### config.mk
export PLATFORM = sky130hd
export DESIGN_NAME = lru_stack_page_replacement
export DESIGN_NICKNAME = d
export VERILOG_FILES = /design/src/hw/rtl/lru_stk_pkg.sv /design/src/hw/rtl/lru_stk_ram.sv /design/src/hw/rtl/lru_stack_page_replacement.sv
export VERILOG_INCLUDE_DIRS = /design/src /design/src/hw/rtl
export SDC_FILE = /design/constraint.sdc
export NUM_CORES = 2
export LEC_CHECK = 0
export BUFFER_PORTS_ARGS = -buffer_cell sky130_fd_sc_hd__buf_2
export CAP_MARGIN = 10
export CORE_ASPECT_RATIO = 1.75
export CORE_MARGIN = 2
export CORE_UTILIZATION = 65
export CTS_BUF_LIST = sky130_fd_sc_hd__clkbuf_16
export CTS_CLUSTER_DIAMETER = 120
export DETAILED_ROUTE_END_ITERATION = 8
export PLACE_DENSITY_LB_ADDON = 0.2
export SYNTH_ARGS = -nofsm -noshare
export SYNTH_HDL_FRONTEND = slang
export SYNTH_SLANG_ARGS = --single-unit
### constraint.sdc
create_clock -name clock -period 6.8 [get_ports clock]
set_clock_uncertainty 0.2 [all_clocks]
set_input_delay 0.34 -clock clock [delete_from_list [all_inputs] [get_ports clock]]
set_output_delay 0.34 -clock clock [all_outputs]
set_load 0.01 [all_outputs]
### src/hw/rtl/lru_stack_page_replacement_assert.svh
// Assertion macros used by the LRU stack RTL.
`ifndef LRU_STACK_PAGE_REPLACEMENT_ASSERT_SVH
`define LRU_STACK_PAGE_REPLACEMENT_ASSERT_SVH
`ifndef SYNTHESIS
`define LRU_STK_ASSERT_IMP(lbl, clk, rst, ante, cons) \
   lbl: assert property (@(posedge clk) disable iff (rst) (ante) |-> (cons)) \
      else $error("lru_stk assertion failed");
`define LRU_STK_ASSERT_NXT(lbl, clk, rst, ante, cons) \
   lbl: assert property (@(posedge clk) disable iff (rst) (ante) |=> (cons)) \
      else $error("lru_stk assertion failed");
`else
`define LRU_STK_ASSERT_IMP(lbl, clk, rst, ante, cons)
`define LRU_STK_ASSERT_NXT(lbl, clk, rst, ante, cons)
`endif
`endif

### src/hw/rtl/lru_stk_pkg.sv
// Types and constants of the LRU stack page replacement block.
`default_nettype none
package lru_stk_pkg;

   // Sequencer states, one-hot.
   typedef enum logic [3:0] {
      ST_IDLE   = 4'b0001,
      ST_SEARCH = 4'b0010,
      ST_SHIFT  = 4'b0100,
      ST_TOP    = 4'b1000
   } st_type;

   localparam int          CFG_W            = 7;
   localparam int          FAULT_W          = 32;
   localparam logic [6:0]  FRAMES_RESET     = 7'd50;
   localparam logic        REG_FRAMES_IN_USE = 1'b0;
   localparam logic [31:0] FAULT_MAX        = 32'hFFFF_FFFF;

endpackage
`default_nettype wire

### src/hw/rtl/lru_stk_ram.sv
// Generic single-write, single-read RAM with registered read data.
`default_nettype none
module lru_stk_ram #(
   parameter int WIDTH = 20,
   parameter int DEPTH = 64,
   localparam int AW = (DEPTH > 1) ? $clog2(DEPTH) : 1
) (
   input  wire logic             clock,
   input  wire logic             we,
   input  wire logic [AW-1:0]    waddr,
   input  wire logic [WIDTH-1:0] wdata,
   input  wire logic [AW-1:0]    raddr,
   output logic      [WIDTH-1:0] rdata
);

   logic [WIDTH-1:0] mem [DEPTH];
   logic [WIDTH-1:0] rdata_ff;

   always_ff @(posedge clock) begin
      if (we) begin
         mem[waddr] <= wdata;
      end
      rdata_ff <= mem[raddr];
   end

   assign rdata = rdata_ff;

endmodule
`default_nettype wire

### src/hw/rtl/lru_stack_page_replacement.sv
// The stack RAM has a single read port: a search reads every resident slot once,
// then each entry above the hit (or above the evicted bottom) is read and written one place down.
// Throughput: one item at a time; the next item is taken once the result is registered.
// Reset clears occupancy, the fault count and the output; frames_in_use returns to 50.
// The stack RAM is not cleared; slots at or above occupancy are never read.
`default_nettype none
`include "lru_stack_page_replacement_assert.svh"
module lru_stack_page_replacement #(
   parameter int MAX_FRAMES = 64,
   parameter int PAGE_BITS  = 20,
   localparam int REQ_W = ((PAGE_BITS + 7) / 8) * 8,
   localparam int RSP_W = ((PAGE_BITS + 2 + lru_stk_pkg::FAULT_W + 7) / 8) * 8
) (
   input  wire logic             clock,
   input  wire logic             reset,
   // Input channel.
   input  wire logic             req_tvalid,
   output logic                  req_tready,
   input  wire logic [REQ_W-1:0] req_tdata,   // page_number
   // Result channel.
   output logic                  rsp_tvalid,
   input  wire logic             rsp_tready,
   output logic      [RSP_W-1:0] rsp_tdata,   // hit, evicted_valid, evicted_page, fault_count
   // Configuration port.
   input  wire logic             csr_psel,
   input  wire logic             csr_penable,
   input  wire logic             csr_pwrite,
   input  wire logic [2:0]       csr_paddr,
   input  wire logic [31:0]      csr_pwdata,
   output logic      [31:0]      csr_prdata,
   output logic                  csr_pready
);

   localparam int AW = (MAX_FRAMES > 1) ? $clog2(MAX_FRAMES) : 1;
   localparam int CW = $clog2(MAX_FRAMES + 1);
   localparam int FW = lru_stk_pkg::FAULT_W;

   lru_stk_pkg::st_type state_ff, state_in;

   logic [lru_stk_pkg::CFG_W-1:0] frames_ff, frames_in;
   logic [PAGE_BITS-1:0] page_ff, page_in;
   logic [PAGE_BITS-1:0] first_ff, first_in;
   logic [CW-1:0]        idx_ff, idx_in;
   logic [CW-1:0]        pend_idx_ff, pend_idx_in;
   logic                 pend_ff, pend_in;
   logic                 found_ff, found_in;
   logic [CW-1:0]        pos_ff, pos_in;
   logic [CW-1:0]        top_ff, top_in;
   logic [CW-1:0]        occ_ff, occ_in;
   logic [FW-1:0]        faults_ff, faults_in;
   logic                 hit_ff, hit_in;
   logic                 ev_valid_ff, ev_valid_in;
   logic [PAGE_BITS-1:0] ev_page_ff, ev_page_in;
   logic                 rsp_valid_ff, rsp_valid_in;
   logic [RSP_W-1:0]     rsp_data_ff, rsp_data_in;

   logic                 ram_we;
   logic [AW-1:0]        ram_waddr;
   logic [PAGE_BITS-1:0] ram_wdata;
   logic [AW-1:0]        ram_raddr;
   logic [PAGE_BITS-1:0] ram_rdata;

   logic [CW-1:0] limit;
   logic [CW-1:0] prev_idx;
   logic          issue;
   logic          out_free;
   logic          cfg_write;

   // ------------------------------------------------------------------
   // Configuration port
   // ------------------------------------------------------------------
   assign csr_pready = 1'b1;
   assign cfg_write  = csr_psel && csr_penable && csr_pwrite && csr_pready;

   always_comb begin
      frames_in = frames_ff;
      if (cfg_write && (csr_paddr[2] == lru_stk_pkg::REG_FRAMES_IN_USE)) begin
         frames_in = csr_pwdata[lru_stk_pkg::CFG_W-1:0];
      end
   end

   always_comb begin
      csr_prdata = '0;
      if (csr_paddr[2] == lru_stk_pkg::REG_FRAMES_IN_USE) begin
         csr_prdata = 32'(frames_ff);
      end
   end

   // A limit of zero acts as one frame, and anything above the stack depth as the depth.
   always_comb begin
      if (frames_ff == '0) begin
         limit = CW'(1);
      end else if (32'(frames_ff) > 32'(MAX_FRAMES)) begin
         limit = CW'(MAX_FRAMES);
      end else begin
         limit = CW'(frames_ff);
      end
   end

   // ------------------------------------------------------------------
   // Stack memory
   // ------------------------------------------------------------------
   lru_stk_ram #(
      .WIDTH (PAGE_BITS),
      .DEPTH (MAX_FRAMES)
   ) u_stack (
      .clock (clock),
      .we    (ram_we),
      .waddr (ram_waddr),
      .wdata (ram_wdata),
      .raddr (ram_raddr),
      .rdata (ram_rdata)
   );

   // ------------------------------------------------------------------
   // Sequencer
   // ------------------------------------------------------------------
   assign req_tready = (state_ff == lru_stk_pkg::ST_IDLE);
   assign out_free   = !rsp_valid_ff || rsp_tready;
   assign prev_idx   = pend_idx_ff - CW'(1);
   assign ram_raddr  = idx_ff[AW-1:0];

   always_comb begin
      state_in     = state_ff;
      page_in      = page_ff;
      first_in     = first_ff;
      idx_in       = idx_ff;
      pend_idx_in  = pend_idx_ff;
      pend_in      = 1'b0;
      found_in     = found_ff;
      pos_in       = pos_ff;
      top_in       = top_ff;
      occ_in       = occ_ff;
      faults_in    = faults_ff;
      hit_in       = hit_ff;
      ev_valid_in  = ev_valid_ff;
      ev_page_in   = ev_page_ff;
      rsp_valid_in = rsp_valid_ff && !rsp_tready;
      rsp_data_in  = rsp_data_ff;
      ram_we       = 1'b0;
      ram_waddr    = prev_idx[AW-1:0];
      ram_wdata    = ram_rdata;
      issue        = 1'b0;

      unique case (state_ff)
         lru_stk_pkg::ST_IDLE: begin
            if (req_tvalid) begin
               page_in  = req_tdata[PAGE_BITS-1:0];
               idx_in   = '0;
               found_in = 1'b0;
               pos_in   = '0;
               state_in = lru_stk_pkg::ST_SEARCH;
            end
         end

         // Read every resident slot; the compare runs in the cycle after the read.
         lru_stk_pkg::ST_SEARCH: begin
            issue = (idx_ff < occ_ff);
            if (issue) begin
               idx_in      = idx_ff + CW'(1);
               pend_in     = 1'b1;
               pend_idx_in = idx_ff;
            end
            if (pend_ff) begin
               if (ram_rdata == page_ff) begin
                  found_in = 1'b1;
                  pos_in   = pend_idx_ff;
               end
               if (pend_idx_ff == '0) begin
                  first_in = ram_rdata;
               end
            end
            if (!issue && !pend_ff) begin
               state_in = lru_stk_pkg::ST_SHIFT;
               if (found_ff) begin
                  hit_in      = 1'b1;
                  ev_valid_in = 1'b0;
                  ev_page_in  = '0;
                  idx_in      = pos_ff + CW'(1);
                  top_in      = occ_ff - CW'(1);
               end else begin
                  hit_in = 1'b0;
                  if (faults_ff != lru_stk_pkg::FAULT_MAX) begin
                     faults_in = faults_ff + FW'(1);
                  end
                  if (occ_ff >= limit) begin
                     // Evict the bottom entry; everything above moves down one slot.
                     ev_valid_in = 1'b1;
                     ev_page_in  = first_ff;
                     idx_in      = CW'(1);
                     top_in      = occ_ff - CW'(1);
                  end else begin
                     // Push: nothing moves, the page lands in the first free slot.
                     ev_valid_in = 1'b0;
                     ev_page_in  = '0;
                     top_in      = occ_ff;
                     idx_in      = occ_ff + CW'(1);
                     occ_in      = occ_ff + CW'(1);
                  end
               end
            end
         end

         // Move each entry from idx up to top one slot down.
         lru_stk_pkg::ST_SHIFT: begin
            issue = (idx_ff <= top_ff);
            if (issue) begin
               idx_in      = idx_ff + CW'(1);
               pend_in     = 1'b1;
               pend_idx_in = idx_ff;
            end
            if (pend_ff) begin
               ram_we = 1'b1;
            end
            if (!issue && !pend_ff) begin
               state_in = lru_stk_pkg::ST_TOP;
            end
         end

         // Place the page on top and hand over the result when the output is free.
         lru_stk_pkg::ST_TOP: begin
            ram_we    = 1'b1;
            ram_waddr = top_ff[AW-1:0];
            ram_wdata = page_ff;
            if (out_free) begin
               rsp_valid_in                   = 1'b1;
               rsp_data_in                    = '0;
               rsp_data_in[0]                 = hit_ff;
               rsp_data_in[1]                 = ev_valid_ff;
               rsp_data_in[2 +: PAGE_BITS]    = ev_page_ff;
               rsp_data_in[2 + PAGE_BITS +: FW] = faults_ff;
               state_in                       = lru_stk_pkg::ST_IDLE;
            end
         end

         default: begin
            state_in = lru_stk_pkg::ST_IDLE;
         end
      endcase
   end

   always_ff @(posedge clock) begin
      if (reset) begin
         state_ff     <= lru_stk_pkg::ST_IDLE;
         frames_ff    <= lru_stk_pkg::FRAMES_RESET;
         occ_ff       <= '0;
         faults_ff    <= '0;
         pend_ff      <= 1'b0;
         rsp_valid_ff <= 1'b0;
      end else begin
         state_ff     <= state_in;
         frames_ff    <= frames_in;
         occ_ff       <= occ_in;
         faults_ff    <= faults_in;
         pend_ff      <= pend_in;
         rsp_valid_ff <= rsp_valid_in;
      end
   end

   always_ff @(posedge clock) begin
      page_ff     <= page_in;
      first_ff    <= first_in;
      idx_ff      <= idx_in;
      pend_idx_ff <= pend_idx_in;
      found_ff    <= found_in;
      pos_ff      <= pos_in;
      top_ff      <= top_in;
      hit_ff      <= hit_in;
      ev_valid_ff <= ev_valid_in;
      ev_page_ff  <= ev_page_in;
      rsp_data_ff <= rsp_data_in;
   end

   assign rsp_tvalid = rsp_valid_ff;
   assign rsp_tdata  = rsp_data_ff;

   // ------------------------------------------------------------------
   // Assertions
   // ------------------------------------------------------------------
   `LRU_STK_ASSERT_NXT(a_accept_starts_search, clock, reset, req_tvalid && req_tready, state_ff == lru_stk_pkg::ST_SEARCH)
   `LRU_STK_ASSERT_IMP(a_no_write_while_search, clock, reset, state_ff == lru_stk_pkg::ST_SEARCH || state_ff == lru_stk_pkg::ST_IDLE, !ram_we)
   `LRU_STK_ASSERT_IMP(a_evict_only_on_miss, clock, reset, rsp_valid_ff, !(rsp_data_ff[0] && rsp_data_ff[1]))
   `LRU_STK_ASSERT_IMP(a_occupancy_bound, clock, reset, state_ff == lru_stk_pkg::ST_TOP, occ_ff <= CW'(MAX_FRAMES) && top_ff < occ_ff)

endmodule
`default_nettype wire

# ---- Word level (Yosys, flattened, before mapping)
# Memories as Yosys holds them, arrays and structs flattened. A register that Yosys moved wholly into a read port is not among the register bits.
# Index checks and enable logic that the tools add are counted.
dict set report word_totals {
  regBits 197
  ramBits 1280
  input_bits 66
  output_inout_bits 91
  elab_cells 114
  n_memories 1
}
dict set report op_classes {
  add_sub_neg 6
  n_lt_le_gt_ge 4
  n_eq_ne 15
  muxes 40
  n_bitwise 3
  reduce_logical 28
}
# name depth width read_ports rd_ports_with_merged_regs wr line
set mem_list {}
lappend mem_list {u_stack.mem 64 20 1 1 1 lru_stk_ram.sv:16} ;# logic [WIDTH-1:0] mem [DEPTH];
# operator count
set ops {}
lappend ops {{$mux 7} 15}
lappend ops {{$add 32x1->32 const B} 1}
lappend ops {{$ne 32x32->1 const B} 1}
lappend ops {{$pmux 7 s2} 2}
lappend ops {{$add 7x1->7 const B} 3}
lappend ops {{$pmux 7 s3} 1}
lappend ops {{$eq 20x20->1} 1}
lappend ops {{$mux 20} 1}
lappend ops {{$reduce_and 4->1} 5}
lappend ops {{$mux 4} 4}
lappend ops {{$ne 2x2->1 const B} 8}
lappend ops {{$pmux 4 s4} 1}
lappend ops {{$logic_not 7->1} 2}
lappend ops {{$mux 1} 12}
lappend ops {{$ge 7x7->1} 1}
lappend ops {{$gt 7x7->1 const B} 1}
lappend ops {{$le 7x7->1} 1}
lappend ops {{$lt 7x7->1} 1}
lappend ops {{$sub 7x1->7 const B} 1}
lappend ops {{$logic_and 1x1->1} 6}
lappend ops {{$mux 6} 1}
lappend ops {{$pmux 1 s2} 3}
lappend ops {{$reduce_and 2->1} 3}
lappend ops {{$reduce_and 3->1} 2}
lappend ops {{12 further kinds} 19}

# ---- Logic depth before layout (Yosys ltp)
dict set report depth {
  depth_word 8
  ltp_mapped 11
  mapped_depth_nobuf 10
}

# ---- Cells and area by module
# A second synthesis with hierarchy kept.
dict set report unflattened {
  cells_unflattened 3050
  hier_area_um2 58879.0
}
# mod instances cells_per_inst area_each_um2 seq_area_each_um2
set by_module_without_submodules {}
lappend by_module_without_submodules {lru_stk_ram 1 2243 49495.0 38837.2}
lappend by_module_without_submodules {lru_stack_page_replacement 1 807 9384.0 5395.2}

# ---- Worst setup path before layout
# OpenSTA, ideal clock, no wires.
dict set report synth_timing {
  kind {register to register}
  from {register state_ff[0]}
  to {register rsp_data_ff[0], in the netlist rsp_tdata[0], enable pin}
  setup_ps 466
  t_arrival_ps 3626
  t_required_ps 6134
  setup_slack_ps 2508
  path_stages_with_launch 5
  path_buffers 2
  period_less_slack_ps 4292
  path_cell_list {dfxtp_1 or4b_2 clkbuf_1 clkbuf_1 nor2_1}
}
dict set report synth_between {
  elab_chain_len 2
}
# item line
set synth_rtl {}
lappend synth_rtl {{from (decl)} lru_stack_page_replacement.sv:38} ;# lru_stk_pkg::st_type state_ff, state_in;
lappend synth_rtl {{from (signal assigned)} lru_stack_page_replacement.sv:244} ;# state_ff <= lru_stk_pkg::ST_IDLE;
lappend synth_rtl {{from (signal assigned)} lru_stack_page_replacement.sv:251} ;# state_ff <= state_in;
lappend synth_rtl {{$eq 4x4->1} lru_stack_page_replacement.sv:145} ;# unique case (state_ff)
lappend synth_rtl {{$reduce_and 2->1 (no source line)} n/a}
lappend synth_rtl {{to (signal assigned)} lru_stack_page_replacement.sv:271} ;# rsp_data_ff <= rsp_data_in;
lappend synth_rtl {{to (decl)} lru_stack_page_replacement.sv:55} ;# logic [RSP_W-1:0] rsp_data_ff, rsp_data_in;
# Every way passes these cells.
# A chain may end at the register's enable or synchronous reset.

# ---- Worst setup path in the final report
dict set report layout_timing {
  from {register state_ff[0]}
  to {memory u_stack.mem[22][7], enable pin}
}
dict set report layout_between {
  elab_chain_len 4
  word_cells_on_any_way 6
  classes_between {eq/ne (2); mux (4)}
}
# item line
set layout_rtl {}
lappend layout_rtl {{$eq 4x4->1 or $eq 4x3->1 (tied branches)} lru_stack_page_replacement.sv:145}
lappend layout_rtl {{$pmux 1 s2} lru_stack_page_replacement.sv:145}
lappend layout_rtl {{$mux 1} lru_stk_ram.sv:20} ;# if (we) begin
lappend layout_rtl {{$mux 1 (implied by the code)} lru_stk_ram.sv:21} ;# mem[waddr] <= wdata;
lappend layout_rtl {{to (decl)} lru_stk_ram.sv:16}
# Several ways; a longest one is shown, not always the timed one.

==> results.ini <==
[power_and_ir_drop]
power_density_nw_per_um2=324.5
power.leakage_nw=20.59
ir_drop_v=0.0003141

[yosys]
synthCells=2889
muxShareOfSynthArea_pct=12.86
synth-edff-count=1425
yosys_warnings=0
synth.avg_cell_area_um2=19.98
synth_xor_area_share_pct=0.6827
ys_ff_latch=1497
synth_area_um2=57730
synth_compound_area_share_pct=3.914
synth_fa_ha_area_share_pct=0.6068
synth_ff_type=edfxtp_1
synth_cell_types=64
synth_simple_gate_area_share_pct=3.704
ys_async_sr_fraction_pct=0
synth_seq_area_share_pct=76.62
synth_top_family_by_area=multiplexers

[final_layout]
final_common_cell=edfxtp_1
antennaDiodeCount=0
syn_to_final_growth_pct=11.47
drive_gt1_share_pct=24.19
fillCellCount=4797
layout.nets=3207
stdcell_count=4380
final_cell_mix=edfxtp_1, mux4_2, a22oi_1

[clock_tree]
cts-resized-gates=0
root_buffer=clkbuf_16
htree_levels=4
clk_latency_ns=0.76
numCtsBuffers=131
cts_num_sinks=1497
cts_tree=built
clockBufferDepth=3
path_clk_slew_ns=0.06

[run]
cap_violations=0

[routing]
drtIter0Drc=3856
drc=0
drt_first_pass_iters=6
dr_total_vias=30140
wl_um=143000
via_per_inst=6.880
wl_per_cell_um=32.64
ant_nets=0

[floorplan]
start_util_pct=65.53
die_w_um=229.3
core_area_um2=88100
die_h_um=398.3
die_area_um2=91310
ios=157
num_rows=144

[global_routing]
grt_pass1_wl_um=207000
overflow=0
track_usage_pct=32.08
grt_pass1_vias=30730
grt_max_degree=126
antenna_found_initial=4

[sta]
grt_setup_unrepaired=no
hold_viol_final=0
post-route-min-period_ns=4.450
period_share_pct=65.45
max_freq_mhz=224.7
whs_ns=0.05761
tightest_slew_ns=1.259
finalSetupTns_ns=0
worst_slew_margin_rel_pct=15.98
drv_slew=0
setup-violations-final=0

[setup_path]
critPathKind=reg -> reg
critical_path_required_ns=6.96
end_kind=register
crit_fanout=24
cp-start-kind=register
cp.arrival_ns=4.61

[min_path]
min_path_type=in -> reg

[place]
gp_congestion=0.8765
port_buffers=97
dp.cells=4110
dp_hpwl_um=79680

[status]
status=complete, no violations

[per-stage QoR]
| step | total power [mW] | instance area [µm²] | util, % | setup WS, ns |
|---|---|---|---|---|
| after floorplan | 12.88 | 57830 | - | 2.508 |
| after global placement | 13.85 | 60000 | 68.10 | 2.648 |
| after detailed placement | 13.99 | 60000 | 68.10 | 2.437 |
| after CTS | 20.91 | 64280 | 72.95 | 2.439 |
| after global routing | 21.40 | 64360 | 73.04 | 2.360 |
| final | 20.88 | 64360 | 73.04 | 2.350 |
[cell usage after synthesis, drive strengths merged, types with 3 or more instances]
master     n  area (µm²)
a211o      4       35.03
a211oi     3       22.52
a21o       5       37.54
a21oi    116       580.6
a22oi    160        1201
and2      27       168.9
and3       7       43.79
and4       3       26.28
buf       74       426.7
clkbuf    98       369.1
dfxtp     72        1441
edfxtp  1425       42790
ha        28       350.3
inv       35       131.4
mux2      13       146.4
mux2i      7       70.07
mux4     320        7207
nand2    121       454.2
nand2b     3       18.77
nand3     24       120.1
nand4     14       93.84
nor2     123       464.2
nor2b     23       143.9
nor3      11       55.05
nor4      17       106.4
nor4b      4       47.55
o21a       3       22.52
o21ai     13       65.06
o221ai     6       52.55
o31ai     14       105.1
or3        9       56.30
or4       35       266.5
xnor2     31       271.5
xor2      14       122.6
[layer usage]
layer / vias to the layer above / wire, µm / GRT usage, %
met5: - / 0 / 0
met4: 0 / 9245 / 18.75
met3: 412 / 12080 / 5.362
met2: 2013 / 74850 / 55.13
met1: 15470 / 46790 / 38.66
li1: 12240 / - / -
[power breakdown]
| part | internal [mW] | switching [mW] |
|---|---|---|
| clock | 3.77 | 3.24 |
| combinational | 0.785 | 1.95 |
| sequential | 11.0 | 0.121 |
| total | 15.6 | 5.31 |
[area by class of cell]
type,instances,area (µm²),area share [%]
Multi-Input combinational cell,1211,12860,19.99
Inverter,35,131.4,0.2041
Sequential cell,1497,44230,68.73
Timing Repair Buffer,237,1724,2.679
Tap cell,1168,1461,2.271
Clock buffer,136,3403,5.288
Clock inverter,96,540.5,0.8399
[worst max-delay path, cell delays in order, from the launching register on]
cell	delay (ns)
dfxtp_1	0.36
or4b_2	1.01
nand2_1	0.18
a21boi_0	0.47
nand2_1	0.67
nor2_2	1.15
[sequential cells by signal (all words and copies together) (netlist names), 4 cells and up]
name           cells
u_stack.mem     1280
rsp_tdata         54
faults_ff         32
ev_page_ff        20
first_ff          20
page_ff           20
u_stack.rdata     20
frames_ff          7
idx_ff             7
occ_ff             7
pend_idx_ff        7
pos_ff             7
top_ff             7
state_ff           4
[cells by family (layout without fill, tap and decap cells)]
group           count (synthesis)  after routing
flops                        1497           1497
simple gates                  430            430
compound gates                340            340
mux                           340            340
buf+inv                       207            504
xor+xnor                       45             45
fa+ha+maj                      28             28
other cells                     2             28
[what timing repair did]
| action | in CTS | in global routing |
|---|---|---|
| buffers inserted | 0 | 0 |
| hold buffers | 33 | 0 |
| hold endpoints to repair | 33 | 0 |
[worst paths after layout]
| check | startpoint | endpoint | slack [ns] | cells past startpoint |
|---|---|---|---|---|
| min reg2reg | ev_page_ff[8] | rsp_tdata[10] | 0.22 | 0 |
| max reg2reg | state_ff[0] | u_stack.mem[22][7] | 2.35 | 5 |
| max | state_ff[0] | u_stack.mem[22][7] | 2.35 | 5 |
| min | csr_pwrite | frames_ff[5] | 0.06 | 3 |
(Power assumes the default switching activity.)
